**config.mk**
```make
export PLATFORM = sky130hd
export DESIGN_NAME = positional_list_engine_top
export DESIGN_NICKNAME = d
export VERILOG_FILES = /design/src/design/ple_pkg.sv /design/src/design/positional_list_engine_top.sv /design/src/design/ple_cell.sv /design/src/design/ple_ctrl.sv
export SDC_FILE = /design/constraint.sdc
export NUM_CORES = 2
export LEC_CHECK = 0
export BUFFER_PORTS_ARGS = -buffer_cell sky130_fd_sc_hd__buf_2
export CAP_MARGIN = 30
export CORE_AREA = 2 2 322 324
export CTS_BUF_LIST = sky130_fd_sc_hd__clkbuf_8
export DETAILED_ROUTE_END_ITERATION = 6
export DIE_AREA = 0 0 324 326
export SLEW_MARGIN = 40
export SYNTH_ARGS = -nofsm -noshare
export SYNTH_HDL_FRONTEND = slang
export SYNTH_SLANG_ARGS = --single-unit
```
**constraint.sdc**
```tcl
create_clock -name clk -period 7.4 [get_ports clk]
set_clock_uncertainty 0.1 [all_clocks]
set_input_delay 1.48 -clock clk [delete_from_list [all_inputs] [get_ports clk]]
set_output_delay 1.48 -clock clk [all_outputs]
set_load 0.01 [all_outputs]
```
**src/design/ple_pkg.sv**
```systemverilog
`timescale 1ns / 1ps
// ----------------------------------------------------------------------------
// ple_pkg
// Shared types and constants for the positional list engine.
// ----------------------------------------------------------------------------
package ple_pkg;

	localparam int CAPACITY = 16;
	localparam int DATA_W   = 32;
	localparam int REQ_W    = 3;
	localparam int POS_W    = 5;
	localparam int LEN_W    = 5;
	localparam int CNT_W    = $clog2(CAPACITY + 1);
	localparam int IDX_W    = (CAPACITY > 1) ? $clog2(CAPACITY) : 1;
	localparam int CMP_W    = (POS_W > CNT_W) ? POS_W : CNT_W;

	typedef enum logic [REQ_W-1:0] {
		REQ_INS_FRONT = 3'd0,
		REQ_INS_BACK  = 3'd1,
		REQ_INS_AFTER = 3'd2,
		REQ_DEL_FRONT = 3'd3,
		REQ_DEL_BACK  = 3'd4,
		REQ_DEL_AT    = 3'd5,
		REQ_DUMP      = 3'd6
	} req_t;

	typedef enum logic [1:0] {
		ST_OK     = 2'd0,
		ST_FULL   = 2'd1,
		ST_EMPTY  = 2'd2,
		ST_BADPOS = 2'd3
	} status_t;

	typedef enum logic [1:0] {
		OP_HOLD,
		OP_INSERT,
		OP_DELETE,
		OP_ROTATE
	} cell_op_t;

	typedef enum logic {
		FSM_IDLE,
		FSM_DUMP
	} fsm_t;

	// broadcast to every cell of the chain
	typedef struct packed {
		cell_op_t          kind;
		logic [CNT_W-1:0]  k;
		logic [CNT_W-1:0]  n;
		logic [DATA_W-1:0] value;
	} cell_cmd_t;

endpackage

```
**src/design/positional_list_engine_top.sv**
```systemverilog
`timescale 1ns / 1ps
// ----------------------------------------------------------------------------
// positional_list_engine_top
// Ordered list of signed values held in a shifting chain of cells.
// ----------------------------------------------------------------------------
// Every result is registered and appears in the cycle after its request is accepted.
// Edits shift every cell of the chain together: one request per cycle, busy low.
// A dump of n elements gives n beats on consecutive cycles (chain rotates
// once per beat); busy stays high from the accept until the last beat is issued.
// Reset empties the list; results cannot be stalled by the receiver.
module positional_list_engine_top import ple_pkg::*; (
	input  logic                      clk,
	input  logic                      arst_n,
	input  logic                      start,
	output logic                      busy,
	input  logic [REQ_W-1:0]          req_type,
	input  logic signed [DATA_W-1:0]  item_value,
	input  logic [POS_W-1:0]          position,
	output logic                      done,
	output logic [1:0]                status,
	output logic signed [DATA_W-1:0]  out_value,
	output logic [LEN_W-1:0]          length,
	output logic                      last_of_run
);

	cell_cmd_t         cmd;
	logic [DATA_W-1:0] cell_val [CAPACITY];
	logic [DATA_W-1:0] res_value;

	ple_ctrl u_ctrl (
		.clk         (clk),
		.arst_n      (arst_n),
		.start       (start),
		.req_type    (req_type),
		.item_value  (item_value),
		.position    (position),
		.cell_val    (cell_val),
		.cmd         (cmd),
		.busy        (busy),
		.done        (done),
		.status      (status),
		.out_value   (res_value),
		.length      (length),
		.last_of_run (last_of_run)
	);

	assign out_value = res_value;

	for (genvar g = 0; g < CAPACITY; g++) begin : g_cell
		logic [DATA_W-1:0] prev_v;
		logic [DATA_W-1:0] next_v;

		if (g == 0) begin : g_head
			assign prev_v = '0;
		end else begin : g_mid
			assign prev_v = cell_val[g-1];
		end

		if (g == CAPACITY - 1) begin : g_tail
			assign next_v = '0;
		end else begin : g_body
			assign next_v = cell_val[g+1];
		end

		ple_cell u_cell (
			.clk      (clk),
			.cmd      (cmd),
			.idx      (IDX_W'(g)),
			.prev_val (prev_v),
			.next_val (next_v),
			.wrap_val (cell_val[0]),
			.val      (cell_val[g])
		);
	end

endmodule

```
**src/design/ple_cell.sv**
```systemverilog
`timescale 1ns / 1ps
// ----------------------------------------------------------------------------
// ple_cell
// One slot of the element chain: holds, loads, or takes a neighbor's or the head's value.
// ----------------------------------------------------------------------------
module ple_cell import ple_pkg::*; (
	input  logic              clk,
	input  cell_cmd_t         cmd,
	input  logic [IDX_W-1:0]  idx,
	input  logic [DATA_W-1:0] prev_val,
	input  logic [DATA_W-1:0] next_val,
	input  logic [DATA_W-1:0] wrap_val,
	output logic [DATA_W-1:0] val
);

	logic [DATA_W-1:0] val_q;
	logic [DATA_W-1:0] val_d;
	logic [CNT_W:0]    i0;
	logic [CNT_W:0]    i1;
	logic [CNT_W:0]    k;
	logic [CNT_W:0]    n;

	assign i0 = (CNT_W + 1)'(idx);
	assign i1 = i0 + 1'b1;
	assign k  = {1'b0, cmd.k};
	assign n  = {1'b0, cmd.n};

	always_comb begin
		val_d = val_q;
		case (cmd.kind)
			OP_INSERT: begin
				if (i0 == k)
					val_d = cmd.value;
				else if (i0 > k && i0 <= n)
					val_d = prev_val;
			end
			OP_DELETE: begin
				if (i0 >= k && i1 < n)
					val_d = next_val;
			end
			OP_ROTATE: begin
				// rotate the live part of the chain: head goes to the tail slot
				if (i1 < n)
					val_d = next_val;
				else if (i1 == n)
					val_d = wrap_val;
			end
			default: val_d = val_q;
		endcase
	end

	always_ff @(posedge clk) begin
		val_q <= val_d;
	end

	assign val = val_q;

endmodule

```
**src/design/ple_ctrl.sv**
```systemverilog
`timescale 1ns / 1ps
// ----------------------------------------------------------------------------
// ple_ctrl
// Request decode, element count, dump sequencing and result registers.
// ----------------------------------------------------------------------------
module ple_ctrl import ple_pkg::*; (
	input  logic                     clk,
	input  logic                     arst_n,
	input  logic                     start,
	input  logic [REQ_W-1:0]         req_type,
	input  logic [DATA_W-1:0]        item_value,
	input  logic [POS_W-1:0]         position,
	input  logic [DATA_W-1:0]        cell_val [CAPACITY],
	output cell_cmd_t                cmd,
	output logic                     busy,
	output logic                     done,
	output logic [1:0]               status,
	output logic [DATA_W-1:0]        out_value,
	output logic [LEN_W-1:0]         length,
	output logic                     last_of_run
);

	fsm_t              st_q, st_d;
	logic [CNT_W-1:0]  count_q, count_d;
	logic [CNT_W-1:0]  left_q, left_d;
	logic              done_q, done_d;
	status_t           status_q, status_d;
	logic [DATA_W-1:0] value_q, value_d;
	logic [LEN_W-1:0]  length_q;
	logic              last_q, last_d;
	logic              pos_ok;
	logic [CNT_W-1:0]  del_k;
	req_t              req;

	assign req    = req_t'(req_type);
	assign pos_ok = (position != '0) && (CMP_W'(position) <= CMP_W'(count_q));
	assign busy   = (st_q == FSM_DUMP);

	always_comb begin
		st_d      = st_q;
		count_d   = count_q;
		left_d    = left_q;
		done_d    = 1'b0;
		status_d  = ST_OK;
		value_d   = '0;
		last_d    = 1'b1;
		del_k     = '0;
		cmd.kind  = OP_HOLD;
		cmd.k     = '0;
		cmd.n     = count_q;
		cmd.value = item_value;
		case (st_q)
			FSM_IDLE: begin
				if (start) begin
					done_d = 1'b1;
					case (req)
						REQ_INS_FRONT, REQ_INS_BACK, REQ_INS_AFTER: begin
							if (CMP_W'(count_q) == CMP_W'(CAPACITY)) begin
								status_d = ST_FULL;
							end else if (req == REQ_INS_AFTER && count_q != '0
									&& !pos_ok) begin
								status_d = ST_BADPOS;
							end else begin
								cmd.kind = OP_INSERT;
								if (req == REQ_INS_FRONT)
									cmd.k = '0;
								else if (req == REQ_INS_BACK || count_q == '0)
									cmd.k = count_q;
								else
									cmd.k = CNT_W'(position);
								count_d = count_q + 1'b1;
							end
						end
						REQ_DEL_FRONT, REQ_DEL_BACK, REQ_DEL_AT: begin
							if (count_q == '0) begin
								status_d = ST_EMPTY;
							end else if (req == REQ_DEL_AT && !pos_ok) begin
								status_d = ST_BADPOS;
							end else begin
								if (req == REQ_DEL_FRONT)
									del_k = '0;
								else if (req == REQ_DEL_BACK)
									del_k = count_q - 1'b1;
								else
									del_k = CNT_W'(position) - 1'b1;
								cmd.kind = OP_DELETE;
								cmd.k    = del_k;
								value_d  = cell_val[del_k[IDX_W-1:0]];
								count_d  = count_q - 1'b1;
							end
						end
						REQ_DUMP: begin
							if (count_q == '0) begin
								status_d = ST_EMPTY;
							end else begin
								// first beat goes out now; the rest follow one a cycle
								cmd.kind = OP_ROTATE;
								value_d  = cell_val[0];
								last_d   = (count_q == CNT_W'(1));
								left_d   = count_q - 1'b1;
								if (count_q != CNT_W'(1))
									st_d = FSM_DUMP;
							end
						end
						default: status_d = ST_OK;
					endcase
				end
			end
			FSM_DUMP: begin
				cmd.kind = OP_ROTATE;
				done_d   = 1'b1;
				value_d  = cell_val[0];
				last_d   = (left_q == CNT_W'(1));
				left_d   = left_q - 1'b1;
				if (left_q == CNT_W'(1))
					st_d = FSM_IDLE;
			end
			default: st_d = FSM_IDLE;
		endcase
	end

	always_ff @(posedge clk or negedge arst_n) begin
		if (!arst_n) begin
			st_q    <= FSM_IDLE;
			count_q <= '0;
			left_q  <= '0;
			done_q  <= 1'b0;
		end else begin
			st_q    <= st_d;
			count_q <= count_d;
			left_q  <= left_d;
			done_q  <= done_d;
		end
	end

	always_ff @(posedge clk) begin
		status_q <= status_d;
		value_q  <= value_d;
		length_q <= LEN_W'(count_d);
		last_q   <= last_d;
	end

	assign done        = done_q;
	assign status      = status_q;
	assign out_value   = value_q;
	assign length      = length_q;
	assign last_of_run = last_q;

endmodule

```
==> impl_metrics.env <==
export IMPL_cp_endpoint="g_cell[3].u_cell.val[13]$_DFFE_PP_"
export IMPL_synth_seq_cells=564
export IMPL_cts_clk_slew_worst_paths_ps=60
export IMPL_track_usage_pct=29.6
export IMPL_avgViaCountPerCell=6.93
export IMPL_fin_hold_ws_ps=470
export IMPL_slew_headroom_pct=38.7
export IMPL_drive_gt1_share_pct=15.2
export IMPL_critPathTopFamily="simple AND/OR/NAND/NOR gates"
export IMPL_placedCellCount=4942
export IMPL_die_w_um=324
export IMPL_rsz0062_at_grt="no"
export IMPL_yosysTopAreaCell="edfxtp_1"
export IMPL_worst_pin_slew_ps=919
export IMPL_status="completed"
export IMPL_cts_tree="done"
export IMPL_wl_um=162000
export IMPL_async_flop_share_pct=2.13
export IMPL_clock_sinks=564
export IMPL_synth_edf_count=512
export IMPL_startpoint="u_ctrl.count_q[1]$_DFF_PN0_"
export IMPL_period_share_pct=82.8
export IMPL_path_buf_inv=3
export IMPL_holdCritPathClass="reg2reg"
export IMPL_core_um2=103000
export IMPL_crit_reg2reg_launch="u_ctrl.count_q[1]$_DFF_PN0_"
export IMPL_yosysSeqAreaShare_pct=42.6
export IMPL_insertion_delay_ps=810
export IMPL_area_growth_pct=9.08
export IMPL_cts_setup_buffers=0
export IMPL_antenna_found_initial=15
export IMPL_postSynthNetCount=3945
export IMPL_die_h_um=326
export IMPL_ir_worst_vdd_uv=356
export IMPL_path_common_cell="buf_4"
export IMPL_port_buffers=84
export IMPL_path_cells="buf_4 -> inv_1 -> ha_1 -> or4b_1 -> and3_4 -> a31oi_2 -> o21a_4 -> and4_1 -> nor2_1 -> nor4_2 -> buf_4"
export IMPL_drc=0
export IMPL_gp_congestion=0.968
export IMPL_end_kind="flop"
export IMPL_synthDistinctLibCells=89
export IMPL_drv_slew=0
export IMPL_setup_violations=0
export IMPL_num_vias=35641
export IMPL_postSynthCellCount=3889
export IMPL_syn_cell_area_um2=38600
export IMPL_cap_violations=0
export IMPL_worstPathMaxFanout=30
export IMPL_wl_per_cell_um=31.4
export IMPL_grt_pass1_wl_um=234000
export IMPL_finalCriticalPeriod_ps=6130
export IMPL_regArea_um2=16500
export IMPL_r2r_end="g_cell[3].u_cell.val[13]$_DFFE_PP_"
export IMPL_ios=85
export IMPL_grt_pass1_vias=33441
export IMPL_drtAntennaViolNets=0
export IMPL_cts_made_buffers=106
export IMPL_setup_tns_ps=0
export IMPL_firstDrtPassIters=7
export IMPL_grt_ovfl_total=0
export IMPL_reg2reg_slack_ps=1270
export IMPL_path_depth=11
export IMPL_multi_input_area_um2=20200
export IMPL_dp_hpwl_um=92700
export IMPL_die_area_um2=106000
export IMPL_crit_arrival_ps=6420
export IMPL_fin_cells=5145
export IMPL_grt_max_degree=140
export IMPL_finalHoldViolCount=0
export IMPL_synth_top_area_share_pct=39.8
export IMPL_htree_levels=3
export IMPL_worstRegToRegCells=11
export IMPL_avgSynthCellArea_um2=9.93
export IMPL_clock_path_buffers=3
export IMPL_fmax_ghz=0.163
export IMPL_ctsHoldBuffers=0
export IMPL_cp_slowest_cell="and4_1"
export IMPL_initial_core_util_pct=37.7
export IMPL_cp_required_ps=7690
export IMPL_synth_warnings=0
export IMPL_synth_flop_cell="edfxtp_1"
export IMPL_leakage_nw=16.0
export IMPL_ys_top_cells_by_area="edfxtp_1 (40%), mux2i_1 (11%), a221oi_1 (6.9%), a211oi_1 (5.8%), nand2_1 (5.1%)"
export IMPL_critPathKind="reg2reg"
export IMPL_fillers=9926
export IMPL_initialDrtViolationCount=5533
export IMPL_rows=118
export IMPL_ctsResizeCount=0
export IMPL_slowest_delay_ps=770
export IMPL_start_kind="flop"
export IMPL_power_density_nw_per_um2=543
export IMPL_nets=3728
export IMPL_clock_tree_root_cell="clkbuf_8"
cell families after synthesis:
kind of cell             after synthesis  share of synthesized area (%)
AO/OA/AOI/OAI                       1151                           24.8
XOR/XNOR                              10                          0.227
adder cells (fa/ha/maj)               13                          0.421
buffers and inverters                540                           6.54
flip-flops                           564                           42.6
multiplexers                         417                           10.8
AND/OR/NAND/NOR                     1194                           14.6
how the worst min path moves through the flow:
stage | endpoint | slack [ps] | cells after the start | start
2_1_floorplan | u_ctrl.left_q[0]$_DFFE_PN0P_ | 420 | 2 | u_ctrl.left_q[0]$_DFFE_PN0P_
3_3_place_gp | u_ctrl.left_q[1]$_DFFE_PN0P_ | 450 | 2 | u_ctrl.left_q[1]$_DFFE_PN0P_
3_5_place_dp | u_ctrl.left_q[1]$_DFFE_PN0P_ | 460 | 2 | u_ctrl.left_q[1]$_DFFE_PN0P_
4_1_cts | u_ctrl.left_q[1]$_DFFE_PN0P_ | 470 | 2 | u_ctrl.left_q[1]$_DFFE_PN0P_
5_1_grt | u_ctrl.left_q[1]$_DFFE_PN0P_ | 520 | 2 | u_ctrl.left_q[1]$_DFFE_PN0P_
6_report | u_ctrl.left_q[1]$_DFFE_PN0P_ | 470 | 2 | u_ctrl.left_q[1]$_DFFE_PN0P_
cells in the final DEF (no fill, tap or decap), drive strengths merged, types with 4 or more instances in the layout:
cell,count
a211oi,300
a21oi,109
a221oi,387
a22o,33
a22oi,4
a311oi,99
a31oi,42
and2,8
and3,102
buf,199
clkbuf,121
clkinv,18
dfrtp,12
dfxtp,40
diode,6
edfxtp,512
ha,13
inv,67
mux2i,417
nand2,532
nand2b,39
nand3,187
nand4,4
nor2,82
nor3,205
nor3b,5
nor4,10
o211ai,37
o21a,7
o21ai,62
o221a,33
o22ai,7
xnor2,7
worst register-to-register path: cells and delay by family (launching register included):
kind	cells	cell delay, ps
and+or+nand+nor	5	2600
AOI/OAI and AO/OA	2	1200
buffers and inverters	3	1030
adders and majority gates	1	450
DFF	1	350
synth_stat cells, types with 6 or more instances:
| library cell | number |
|---|---|
| and3_1 | 101 |
| o22ai_1 | 7 |
| inv_1 | 14 |
| a31oi_1 | 40 |
| dfrtp_1 | 12 |
| buf_1 | 18 |
| buf_2 | 146 |
| dfxtp_1 | 40 |
| nor3_1 | 200 |
| ha_1 | 13 |
| and2_1 | 6 |
| a221oi_1 | 303 |
| buf_4 | 22 |
| a221oi_2 | 84 |
| edfxtp_1 | 512 |
| nand2_1 | 526 |
| o211ai_1 | 36 |
| nand2b_1 | 39 |
| clkbuf_1 | 313 |
| a311oi_1 | 99 |
| o21a_1 | 7 |
| a21oi_1 | 105 |
| a211oi_1 | 298 |
| o221a_2 | 33 |
| mux2i_1 | 417 |
| o21ai_0 | 55 |
| nand3_1 | 185 |
| nor2_1 | 82 |
| nor4_1 | 6 |
| buf_6 | 18 |
| a22o_1 | 33 |
| xnor2_1 | 7 |
cell type report:
class / instances / share of cell area (%)
Multi-Input combinational cell: 2785 / 47.9
Sequential cell: 564 / 39.1
Tap cell: 1380 / 4.10
Clock buffer: 121 / 3.95
Timing Repair Buffer: 199 / 3.74
Clock inverter: 74 / 1.08
Inverter: 16 / 0.142
Antenna cell: 6 / 0.0356
through the flow:
step / util [%] / cell area, um2 / power [mW] / worst slack [ps]
final: 41.1 / 42100 / 22.9 / 1270
after floorplan: - / 38600 / 15.3 / 145
after global routing: 41.1 / 42100 / 23.8 / 1120
after CTS: 41.0 / 42100 / 22.5 / 1420
after detailed placement: 38.9 / 39900 / 19.3 / 1380
after global placement: 38.7 / 39700 / 19.1 / 1140
state kept, by name, summed over array words and instances (netlist names):
name / count
u_ctrl.left_q: 5
g_cell.u_cell.val: 512
u_ctrl.out_value: 32
u_ctrl.status: 2
u_ctrl.busy: 1
u_ctrl.count_q: 5
u_ctrl.done: 1
u_ctrl.length: 5
u_ctrl.last_of_run: 1
per-layer routing:
layer	global-route usage, %	share of wire, %
met2	45.0	44
met1	39.8	39
met5	0	0.031
met4	12.2	4.6
met3	7.88	13
power by group:
part | switching (mW) | internal [mW] | total [mW]
clock network | 1.54 | 1.61 | 3.15
logic | 7.34 | 3.93 | 11.3
registers | 1.87 | 6.57 | 8.44
Note: power is estimated with default switching activity, not from simulation.
